===== config.mk =====
export PLATFORM = sky130hd
export DESIGN_NAME = sha_ctrl
export DESIGN_NICKNAME = d
export VERILOG_FILES = /design/src/rtl/core/sha_pkg.sv /design/src/rtl/core/sha_ctrl.sv
export SDC_FILE = /design/constraint.sdc
export NUM_CORES = 1
export LEC_CHECK = 0
export BUFFER_PORTS_ARGS = -buffer_cell sky130_fd_sc_hd__clkbuf_2
export CELL_PAD_IN_SITES_DETAIL_PLACEMENT = 1
export CELL_PAD_IN_SITES_GLOBAL_PLACEMENT = 1
export CORE_AREA = 2 2 39 41
export CTS_BUF_LIST = sky130_fd_sc_hd__clkbuf_4
export DETAILED_ROUTE_END_ITERATION = 6
export DIE_AREA = 0 0 41 43
export GPL_TIMING_DRIVEN = 0
export PLACE_DENSITY = 0.71
export RECOVER_POWER = 100
export SKIP_CTS_REPAIR_TIMING = 1
export SLEW_MARGIN = 0
export SYNTH_ARGS = -nofsm -noshare
export SYNTH_HDL_FRONTEND = slang
export SYNTH_SLANG_ARGS = --single-unit

===== constraint.sdc =====
create_clock -name clk_i -period 1.55 [get_ports clk_i]
set_input_delay 0.31 -clock clk_i [delete_from_list [all_inputs] [get_ports clk_i]]
set_output_delay 0.31 -clock clk_i [all_outputs]
set_load 0.03 [all_outputs]

===== src/rtl/core/sha_pkg.sv =====
// sha_pkg: shared types and constants for the service handle allocator.
// Holds operation codes, field widths, the controller state type and the
// command and status structs between controller and datapath. No dependencies.
`timescale 1ns / 1ps

package sha_pkg;

  // Field widths
  localparam int unsigned HANDLE_W = 32;
  localparam int unsigned LOCAL_W  = 24;
  localparam int unsigned HARBOR_W = 8;
  localparam int unsigned FUNC_W   = 2;
  localparam int unsigned SLOT_W   = 8;
  localparam int unsigned ENTRY_W  = LOCAL_W + 1;  // valid mark over local handle

  // Largest local handle; the counter wraps from here back to 1
  localparam logic [LOCAL_W-1:0]  LOCAL_MAX   = 24'hFF_FFFF;
  localparam logic [HARBOR_W-1:0] HARBOR_MASK = 8'hFF;

  // Operation codes (code 3 has no meaning)
  localparam logic [FUNC_W-1:0] FUNC_REGISTER = 2'd0;
  localparam logic [FUNC_W-1:0] FUNC_RETIRE   = 2'd1;
  localparam logic [FUNC_W-1:0] FUNC_LOOKUP   = 2'd2;

  // Controller states
  typedef enum logic [2:0] {
    ST_CLEAR,  // sweep the table after reset
    ST_IDLE,   // waiting for a transaction
    ST_READ,   // table read in flight
    ST_CHECK,  // table entry available
    ST_RESP    // result waiting for the output register
  } state_e;

  // Controller to datapath
  typedef struct packed {
    logic clear_step;  // write one empty entry of the sweep
    logic capture;     // take the input transaction
    logic advance;     // move the probe on to the next handle
    logic take_slot;   // store the candidate handle in the probed slot
    logic free_slot;   // clear the probed slot
    logic set_ok;      // mark the result as a success
    logic load_out;    // move the result into the output register
  } cmd_t;

  // Datapath to controller
  typedef struct packed {
    logic clear_last;   // sweep reaches the last slot
    logic op_register;  // captured operation is a register
    logic op_retire;    // captured operation is a retire
    logic slot_free;    // probed slot holds no entry
    logic hit;          // probed slot holds the captured handle
    logic probe_last;   // probe has visited every slot
  } sts_t;

endpackage


===== src/rtl/core/sha_ctrl.sv =====
// sha_ctrl: controller state machine for the service handle allocator.
// Depends on sha_pkg; drives sha_datapath through cmd_t and reads sts_t.
`timescale 1ns / 1ps

module sha_ctrl
  import sha_pkg::*;
(
  input  logic              clk_i,
  input  logic              rst_ni,
  input  logic              in_valid_i,
  output logic              in_ready_o,
  input  logic [FUNC_W-1:0] func_i,
  output logic              out_valid_o,
  input  logic              out_ready_i,
  input  sts_t              sts_i,
  output cmd_t              cmd_o
);

  state_e state_q, state_d;
  logic   out_valid_q, out_valid_d;
  logic   in_fire;
  logic   out_free;
  logic   func_known;

  assign in_ready_o = (state_q == ST_IDLE);
  assign in_fire    = in_valid_i & in_ready_o;
  assign out_free   = ~out_valid_q | out_ready_i;
  assign func_known = (func_i == FUNC_REGISTER) || (func_i == FUNC_RETIRE)
                      || (func_i == FUNC_LOOKUP);

  // Next state
  always_comb begin
    state_d = state_q;
    unique case (state_q)
      ST_CLEAR: begin
        if (sts_i.clear_last) state_d = ST_IDLE;
      end
      ST_IDLE: begin
        if (in_fire) state_d = func_known ? ST_READ : ST_RESP;
      end
      ST_READ: begin
        state_d = ST_CHECK;
      end
      ST_CHECK: begin
        if (sts_i.op_register && !sts_i.slot_free && !sts_i.probe_last) begin
          state_d = ST_READ;
        end else begin
          state_d = ST_RESP;
        end
      end
      ST_RESP: begin
        if (out_free) state_d = ST_IDLE;
      end
      default: state_d = ST_CLEAR;
    endcase
  end

  // Commands to the datapath
  always_comb begin
    cmd_o = '0;
    unique case (state_q)
      ST_CLEAR: cmd_o.clear_step = 1'b1;
      ST_IDLE:  cmd_o.capture    = in_fire;
      ST_READ:  ;
      ST_CHECK: begin
        if (sts_i.op_register) begin
          cmd_o.take_slot = sts_i.slot_free;
          cmd_o.set_ok    = sts_i.slot_free;
          cmd_o.advance   = ~sts_i.slot_free & ~sts_i.probe_last;
        end else begin
          cmd_o.set_ok    = sts_i.hit;
          cmd_o.free_slot = sts_i.hit & sts_i.op_retire;
        end
      end
      ST_RESP:  cmd_o.load_out = out_free;
      default:  ;
    endcase
  end

  // Output valid flag
  always_comb begin
    out_valid_d = out_valid_q;
    if (cmd_o.load_out) begin
      out_valid_d = 1'b1;
    end else if (out_ready_i) begin
      out_valid_d = 1'b0;
    end
  end

  always_ff @(posedge clk_i or negedge rst_ni) begin
    if (!rst_ni) begin
      state_q     <= ST_CLEAR;
      out_valid_q <= 1'b0;
    end else begin
      state_q     <= state_d;
      out_valid_q <= out_valid_d;
    end
  end

  assign out_valid_o = out_valid_q;

  // A transaction always leads to a read or straight to the response
  a_fire_next: assert property (@(posedge clk_i) disable iff (!rst_ni)
    in_fire |=> (state_q == ST_READ || state_q == ST_RESP))
    else $error("accepted transaction not started");

  // The output register is never overwritten while its result waits
  a_load_free: assert property (@(posedge clk_i) disable iff (!rst_ni)
    cmd_o.load_out |-> (!out_valid_q || out_ready_i))
    else $error("pending result overwritten");

  // At most one table write source at a time
  a_one_write: assert property (@(posedge clk_i) disable iff (!rst_ni)
    $countones({cmd_o.clear_step, cmd_o.take_slot, cmd_o.free_slot}) <= 1)
    else $error("table write conflict");

endmodule

==> out/qor.log, run 1 <==
qor: finish.finish.net_count 80
qor: synthesis.post_synthesis_instance_area 322 sq um
qor: min_path.min-delay-path-class input pin to flop
qor: critical_path.start_kind flop
qor: critical_path.worst_ep_arrival_time 1290 ps
qor: timing.timing.final.crit_period 1600 ps
qor: clock_tree.clock_tree.root_cell clkbuf_4
qor: timing.worst-slew-pin-transition 407 ps
qor: timing.period_share 103%
qor: synthesis.synth_seq_cells 4
qor: detailed_routing.routedWlPerCell 11.9 um
qor: finish.n_antenna_cell 0
qor: timing.finalWorstSetupSlack -46.8 ps
qor: die.die_w 41 um
qor: synthesis.synthDominantCellAreaShare 31.1%
qor: die.start_util 23.2%
qor: timing.rsz0062_at_grt yes
qor: die.coreArea 1380 sq um
qor: synthesis.synthArstFlopShare 100%
qor: clock_tree.worst_setup_hold_path_clk_slew 40 ps
qor: die.fp-row-count 14
qor: synthesis.total_nets_after_synthesis 47
qor: place.globalplace.congestion 0.678
qor: critical_path.reg2reg_setup_slack 190 ps
qor: detailed_routing.antenna_violating_nets_post_route 0
qor: finish.final_non_filler_cell_total 82
qor: synthesis.synth_enable_flop_cells 0
qor: pwr.power.clock.fraction 12.2%
qor: synthesis.synthTopCellsByArea dfrtp_1 31%, a2111oi_4 8.6%, nand2b_1 5.8%, o32ai_1 5.4%, buf_4 4.7%
qor: detailed_routing.totalWireLength 972 um
qor: detailed_routing.drt-initial-drc-count 0
qor: finish.final_layout_size_suffix_gt1_share 63.6%
qor: global_routing.grt_antenna_before_repair 0
qor: critical_path.critical_path_class flop to output pin
qor: finish.area_grow_syn2layout 86.8%
qor: place.portBuffers 20
qor: global_routing.grt_usage 12.1%
qor: clock_tree.numCtsBuffers 3
qor: outcome.run_status finished, violations left
qor: global_routing.grt_max_degree 10
qor: detailed_routing.route.detailed.vias_per_inst 4.72
qor: clock_tree.max_clock_buf_depth 2
qor: global_routing.grt_pass1_vias 343
qor: timing.worst_slew_margin_rel 72.7%
qor: synthesis.post_synth_cell_types 20
qor: global_routing.grtUsageMet3 6.28%
qor: synthesis.sequential_area_share_after_synthesis 31.1%
qor: global_routing.groute.layer.met2.usage 17.5%
qor: pwr.p_seq_share 18.3%
qor: timing.final_max_slew_viol_count 0
qor: global_routing.grt_pass1_wl 1350 um
qor: pwr.internal_power_of_the_cells 612 uW
qor: pwr.swShare 43.8%
qor: pwr.p_switching 478 uW
qor: die.io_pins 21
qor: job.max_cap_violations 0
qor: synthesis.post_synth.cell_area_avg 9.19 sq um
qor: clock_tree.tritoncts built
qor: synthesis.synth_commonest_cells 4 x dfrtp_1, 4 x nand2_1, 3 x nand2b_1, 3 x nor2_1
qor: timing.highest_achievable_clock_rate 626 MHz
qor: detailed_routing.drt_pre_antenna_iters 1
qor: global_routing.grt_most_used_layer met2
qor: clock_tree.cts.htree.levels 1
qor: synthesis.netlist.top_cell.by_area dfrtp_1
qor: timing.fin_tns_setup -122 ps
qor: synthesis.ys_warn_count 0
qor: clock_tree.worstSkewPairLatency 240 ps
qor: critical_path.critical_path.endpoint_type output pin
qor: place.post-place-ws -22.4 ps
qor: critical_path.worst_ep_required_time 1240 ps
qor: die.die_span_y 43 um
qor: clock_tree.cts.sinks 4
qor: place.place.detailed.instances 71
qor: synthesis.synth_ff_type dfrtp_1
qor: global_routing.globalRouteMet1Util 12.0%
qor: timing.finalHoldViolCount 0
qor: timing.clock_skew 2.95 ps
qor: pwr.combPwrFrac 69.5%
qor: finish.number_of_filler_cells_placed_in_the_layout 171
qor: pwr.power.leakage 0.290 nW
qor: finish.layout.core_utilization 43.4%
qor: timing.setup-violations-final 3
qor: global_routing.overflow 0
qor: synthesis.synthesized_instance_count 35
qor: detailed_routing.dr_total_vias 387
qor: critical_path.cp_max_fo 5
qor: detailed_routing.remaining_drc_errors 0
qor: outcome.violations setup timing
qor: die.area_enclosed_by_the_die_boundary 1760 sq um
qor: pwr.total_power_per_unit_cell_area 1820 nW/um^2
qor: pwr.vdd_drop_max 0.703 mV
==> worst paths after layout <==
kind                       cells after the start                 endpoint                    start
max in group asynchronous                      2   state_q[2]$_DFFE_PN0P_                   rst_ni
hold / removal                                 2   state_q[0]$_DFFE_PN0P_               in_valid_i
setup reg to reg                               6   state_q[2]$_DFFE_PN0P_   state_q[0]$_DFFE_PN0P_
hold reg to reg                                2  out_valid_o$_DFFE_PN0P_  out_valid_o$_DFFE_PN0P_
min in group asynchronous                      2   state_q[0]$_DFFE_PN0P_                   rst_ni
setup / recovery                               4                 cmd_o[2]   state_q[1]$_DFFE_PN0P_
==> registers in the layout (all words and copies together) (netlist names) <==
register / cells
state_q: 3
out_valid_o: 1
==> through the flow <==
step	area, sq um	total power [mW]	hold WS [ps]
floorplan	334	0.590	14.4
global placement	454	0.706	116
detailed placement	454	0.709	118
CTS	477	0.848	-135
global route	601	1.17	355
finish	601	1.09	335
==> layer usage <==
metal	vias to the layer above	share of wire [%]
met5	-	0
met4	0	2.2
met3	2	8.2
met2	17	51
met1	182	38
li1	186	-
==> final cells by class <==
| type | instances | area (sq um) | area share (%) |
|---|---|---|---|
| Buffer | 2 | 18.8 | 3.13 |
| Clock buffer | 3 | 22.5 | 3.75 |
| Inverter | 2 | 7.51 | 1.25 |
| Multi-Input combinational cell | 27 | 239 | 39.8 |
| Sequential cell | 4 | 103 | 17.1 |
| Tap cell | 16 | 20.0 | 3.33 |
| Timing Repair Buffer | 28 | 190 | 31.7 |
==> cells by family after synthesis <==
logic type             count (synthesis)  share of synthesized area (%)
AND/OR/NAND/NOR                       19                           34.2
AO/OA/AOI/OAI                          8                           27.6
flip-flops                             4                           31.1
buffers and inverters                  4                           7.00
==> power groups by stage <==
stage	combinational [mW]	sequential (mW)	clock, mW
3_5_place_dp	0.513	0.196	0
4_1_cts	0.517	0.196	0.135
5_1_grt	0.810	0.206	0.152
6_report	0.758	0.199	0.133
3_3_place_gp	0.512	0.194	0
2_1_floorplan	0.387	0.203	0
==> worst max-delay path, stage by stage, from the launching register on <==
cell	delay, ps
dfrtp_2	440
nor2b_4	200
nand2_4	80
nor3_2	140
buf_4	180
==> cell usage in the layout (no fill, tap or decap) <==
master	synthesis	layout
clkbuf_2	0	11
buf_4	2	10
buf_6	0	5
nand2_1	4	3
nand2b_1	3	3
clkbuf_4	0	3
nor2_1	3	2
inv_1	2	2
o32ai_1	2	2
clkbuf_1	0	2
dfrtp_1	4	2
dfrtp_2	0	2
nor3b_4	0	1
nor2b_4	0	1
nand2_4	0	1
nor3_2	0	1
a21oi_2	0	1
nor3_1	2	1
nor2_4	0	1
and3_1	1	1
or3b_4	1	1
and2_4	0	1
nor2b_1	2	1
a2111oi_4	1	1
a21boi_0	1	1
and2_0	1	1
a21bo_1	1	1
a211oi_2	1	1
a32oi_1	1	1
buf_2	0	1
dlygate4sd3_1	0	1
No activity file was read; power rests on OpenSTA's default activity.
==> run 2, diff against run 1 <==
- ABC_AREA: default -> 1
- PLACE_DENSITY: 0.71 -> 0.75
==> out/qor.log, run 2 <==
qor: die.coreArea 1380 sq um [unchanged]
qor: finish.area_grow_syn2layout 70.2% [was 86.8%]
qor: pwr.post-layout-total-power 1.03 mW [was 1.09 mW]
qor: detailed_routing.antenna_violating_nets_post_route 0 [unchanged]
qor: critical_path.critical_path_class flop to output pin [unchanged]
qor: finish.most_frequent_standard_cell_in_the_layout_excluding_fill_and_tap_cells clkbuf_2 [unchanged]
qor: clock_tree.worst_setup_hold_path_clk_slew 40 ps [about the same]
qor: pwr.swShare 51.6% [was 43.8%]
qor: timing.finalHoldViolCount 0 [unchanged]
qor: clock_tree.worstSkewPairLatency 240 ps [about the same]
qor: detailed_routing.route.detailed.vias_per_inst 4.48 [was 4.72]
qor: synthesis.synth_seq_cells 4 [unchanged]
qor: detailed_routing.totalWireLength 1040 um [was 972 um]
qor: synthesis.synthArstFlopShare 100% [unchanged]
qor: synthesis.post_synthesis_instance_area 319 sq um [was 322 sq um]
qor: timing.finalWorstSetupSlack 2.94 ps [was -46.8 ps]
qor: clock_tree.cts.sinks 4 [unchanged]
qor: clock_tree.cts.htree.levels 1 [unchanged]
qor: synthesis.ys_warn_count 0 [unchanged]
qor: pwr.power.clock.fraction 12.5% [was 12.2%]
qor: finish.register_containing_the_most_flip_flops_in_the_final_layout state_q [unchanged]
qor: die.die_w 41 um [unchanged]
qor: finish.final_layout_size_suffix_gt1_share 51.3% [was 63.6%]
qor: synthesis.synthDominantCellAreaShare 31.4% [was 31.1%]
qor: place.post_dp_hpwl 734 um
qor: die.start_util 23.1% [was 23.2%]
qor: critical_path.worst_ep_arrival_time 1240 ps [was 1290 ps]
qor: global_routing.grt_pass1_vias 377 [was 343]
qor: die.die_span_y 43 um [unchanged]
qor: clock_tree.tritoncts built [unchanged]
qor: synthesis.netlist.top_cell.by_area dfrtp_1 [unchanged]
qor: pwr.internal_power_of_the_cells 498 uW [was 612 uW]
qor: synthesis.total_nets_after_synthesis 61 [was 47]
qor: critical_path.critical_path.endpoint_type output pin [unchanged]
qor: outcome.run_status completed [was finished, violations left]
qor: place.portBuffers 20 [unchanged]
qor: synthesis.synth_ff_type dfrtp_1 [unchanged]
qor: timing.rsz0062_at_grt yes [unchanged]
qor: pwr.combPwrFrac 64.2% [was 69.5%]
qor: place.globalplace.congestion 0.780 [was 0.678]
qor: synthesis.synthesized_instance_count 49 [was 35]
qor: timing.worst-slew-pin-transition 215 ps [was 407 ps]
qor: global_routing.overflow 0 [unchanged]
qor: critical_path.worst_ep_required_time 1240 ps [about the same]
qor: job.max_cap_violations 0 [unchanged]
qor: finish.final_cell_mix 12 x clkbuf_2, 11 x nand2_1, 8 x buf_4 [was 11 x clkbuf_2, 10 x buf_4, 5 x buf_6]
qor: detailed_routing.drt-initial-drc-count 2 [was 0]
qor: finish.largest_register_ffs 3 [unchanged]
qor: min_path.hold_depth 2 [unchanged]
qor: detailed_routing.dr_total_vias 412 [was 387]
qor: timing.setup-violations-final 0 [was 3]
qor: timing.period_share 99.8% [was 103%]
qor: synthesis.post_synth_cell_types 16 [was 20]
qor: critical_path.r2r.worst_path.cells 7 [was 6]
qor: clock_tree.max_clock_buf_depth 2 [unchanged]
qor: pwr.total_power_per_unit_cell_area 1890 nW/um^2 [was 1820 nW/um^2]
qor: pwr.power.leakage 0.294 nW [was 0.290 nW]
qor: detailed_routing.routedWlPerCell 11.3 um [was 11.9 um]
qor: global_routing.grt_antenna_before_repair 0 [unchanged]
qor: timing.clock_skew 4.05 ps [was 2.95 ps]
qor: critical_path.start_kind flop [unchanged]
qor: global_routing.grt_max_degree 8 [was 10]
qor: synthesis.post_synth.cell_area_avg 6.51 sq um [was 9.19 sq um]
qor: pwr.vdd_drop_max 0.499 mV [was 0.703 mV]
qor: finish.n_antenna_cell 0 [unchanged]
qor: timing.worst_slew_margin_rel 85.6% [was 72.7%]
qor: global_routing.grt_usage 12.1% [about the same]
qor: synthesis.synth_commonest_cells 12 x nand2_1, 9 x nor2_1, 6 x inv_1, 4 x dfrtp_1, 4 x nand3_1 [was 4 x dfrtp_1, 4 x nand2_1, 3 x nand2b_1, 3 x nor2_1]
qor: pwr.p_switching 531 uW [was 478 uW]
qor: die.area_enclosed_by_the_die_boundary 1760 sq um [unchanged]
qor: synthesis.sequential_area_share_after_synthesis 31.4% [was 31.1%]
qor: global_routing.grt_pass1_wl 1400 um [was 1350 um]
qor: die.fp-row-count 14 [unchanged]
qor: synthesis.synth_enable_flop_cells 0 [unchanged]
qor: min_path.min-delay-path-class input pin to flop [unchanged]
qor: clock_tree.numCtsBuffers 3 [unchanged]
qor: clock_tree.clock_tree.root_cell clkbuf_4 [unchanged]
qor: finish.number_of_filler_cells_placed_in_the_layout 192 [was 171]
qor: detailed_routing.drt_pre_antenna_iters 2 [was 1]
qor: timing.highest_achievable_clock_rate 646 MHz [was 626 MHz]
qor: detailed_routing.remaining_drc_errors 0 [unchanged]
qor: timing.timing.final.crit_period 1550 ps [was 1600 ps]
qor: critical_path.cp_max_fo 6 [was 5]
qor: synthesis.synthTopCellsByArea dfrtp_1 31%, nand2_1 14%, nor2_1 11%, inv_1 7.1%, nand3_1 6.3% [was dfrtp_1 31%, a2111oi_4 8.6%, nand2b_1 5.8%, o32ai_1 5.4%, buf_4 4.7%]
qor: timing.final_max_slew_viol_count 0 [unchanged]
qor: synthesis.synthMostInstantiatedCell nand2_1
qor: pwr.p_seq_share 23.3% [was 18.3%]
qor: finish.finish.net_count 90 [was 80]
qor: place.post-place-ws 112 ps [was -22.4 ps]
qor: die.io_pins 21 [unchanged]
==> run 2: routing by layer <==
layer	vias up	GRT usage, %	routed length (um)
li1	211	-	-
met5	-	0	0
met3	0	3.14	49
met2	11	18.8	580
met1	190	12.6	411
met4	0	10.0	0
==> run 2: cell type report <==
type | count | area, sq um | share of cell area [%]
multi-input combinational | 37 | 210 | 38.7
timing repair buffer | 25 | 161 | 29.7
sequential | 4 | 103 | 18.9
inverter | 7 | 26.3 | 4.84
clock buffer | 3 | 22.5 | 4.15
tap | 16 | 20.0 | 3.69
==> run 2: logic make-up after synthesis <==
logic type | count (synthesis) | synth area share [%]
buffers and inverters | 8 | 10.6
and+or+nand+nor | 31 | 46.3
DFF | 4 | 31.4
AOI/OAI and AO/OA | 6 | 11.8
==> run 2: critical path, cell delays in order (launching register included) <==
cell and delay [ps]:
dfrtp_1 400, inv_2 140, nand3_4 120, nor2_4 100, a31oi_1 40, inv_1 70
buf_6 120
==> run 2: per-stage QoR <==
stage / TNS (ps) / utilization (%) / hold WS (ps) / std cells / instance area, sq um
after floorplan: 0 / - / 14.4 / 49 / 322
after global placement: 0 / 31.9 / 115 / 85 / 442
after detailed placement: 0 / 31.9 / 117 / 85 / 442
after CTS: -279 / 33.5 / -132 / 88 / 464
after global routing: -131 / 39.2 / 307 / 92 / 543
final: 0 / 39.2 / 295 / 92 / 543
==> run 2: worst paths after layout <==
check	start	to	slack (ps)
min	out_ready_i	out_valid_o$_DFFE_PN0P_	300
min in group asynchronous	rst_ni	state_q[2]$_DFFE_PN0P_	440
max reg2reg	state_q[0]$_DFFE_PN0P_	state_q[2]$_DFFE_PN0P_	330
min reg2reg	out_valid_o$_DFFE_PN0P_	out_valid_o$_DFFE_PN0P_	560
max in group asynchronous	rst_ni	state_q[1]$_DFFE_PN0P_	910
max	state_q[2]$_DFFE_PN0P_	cmd_o[1]	3
==> run 2: power groups by stage <==
stage	Clock (mW)	Combinational, mW	Sequential, mW
2_1_floorplan	0	0.379	0.229
3_3_place_gp	0	0.521	0.216
3_5_place_dp	0	0.531	0.219
4_1_cts	0.132	0.538	0.218
5_1_grt	0.147	0.713	0.246
6_report	0.129	0.660	0.240
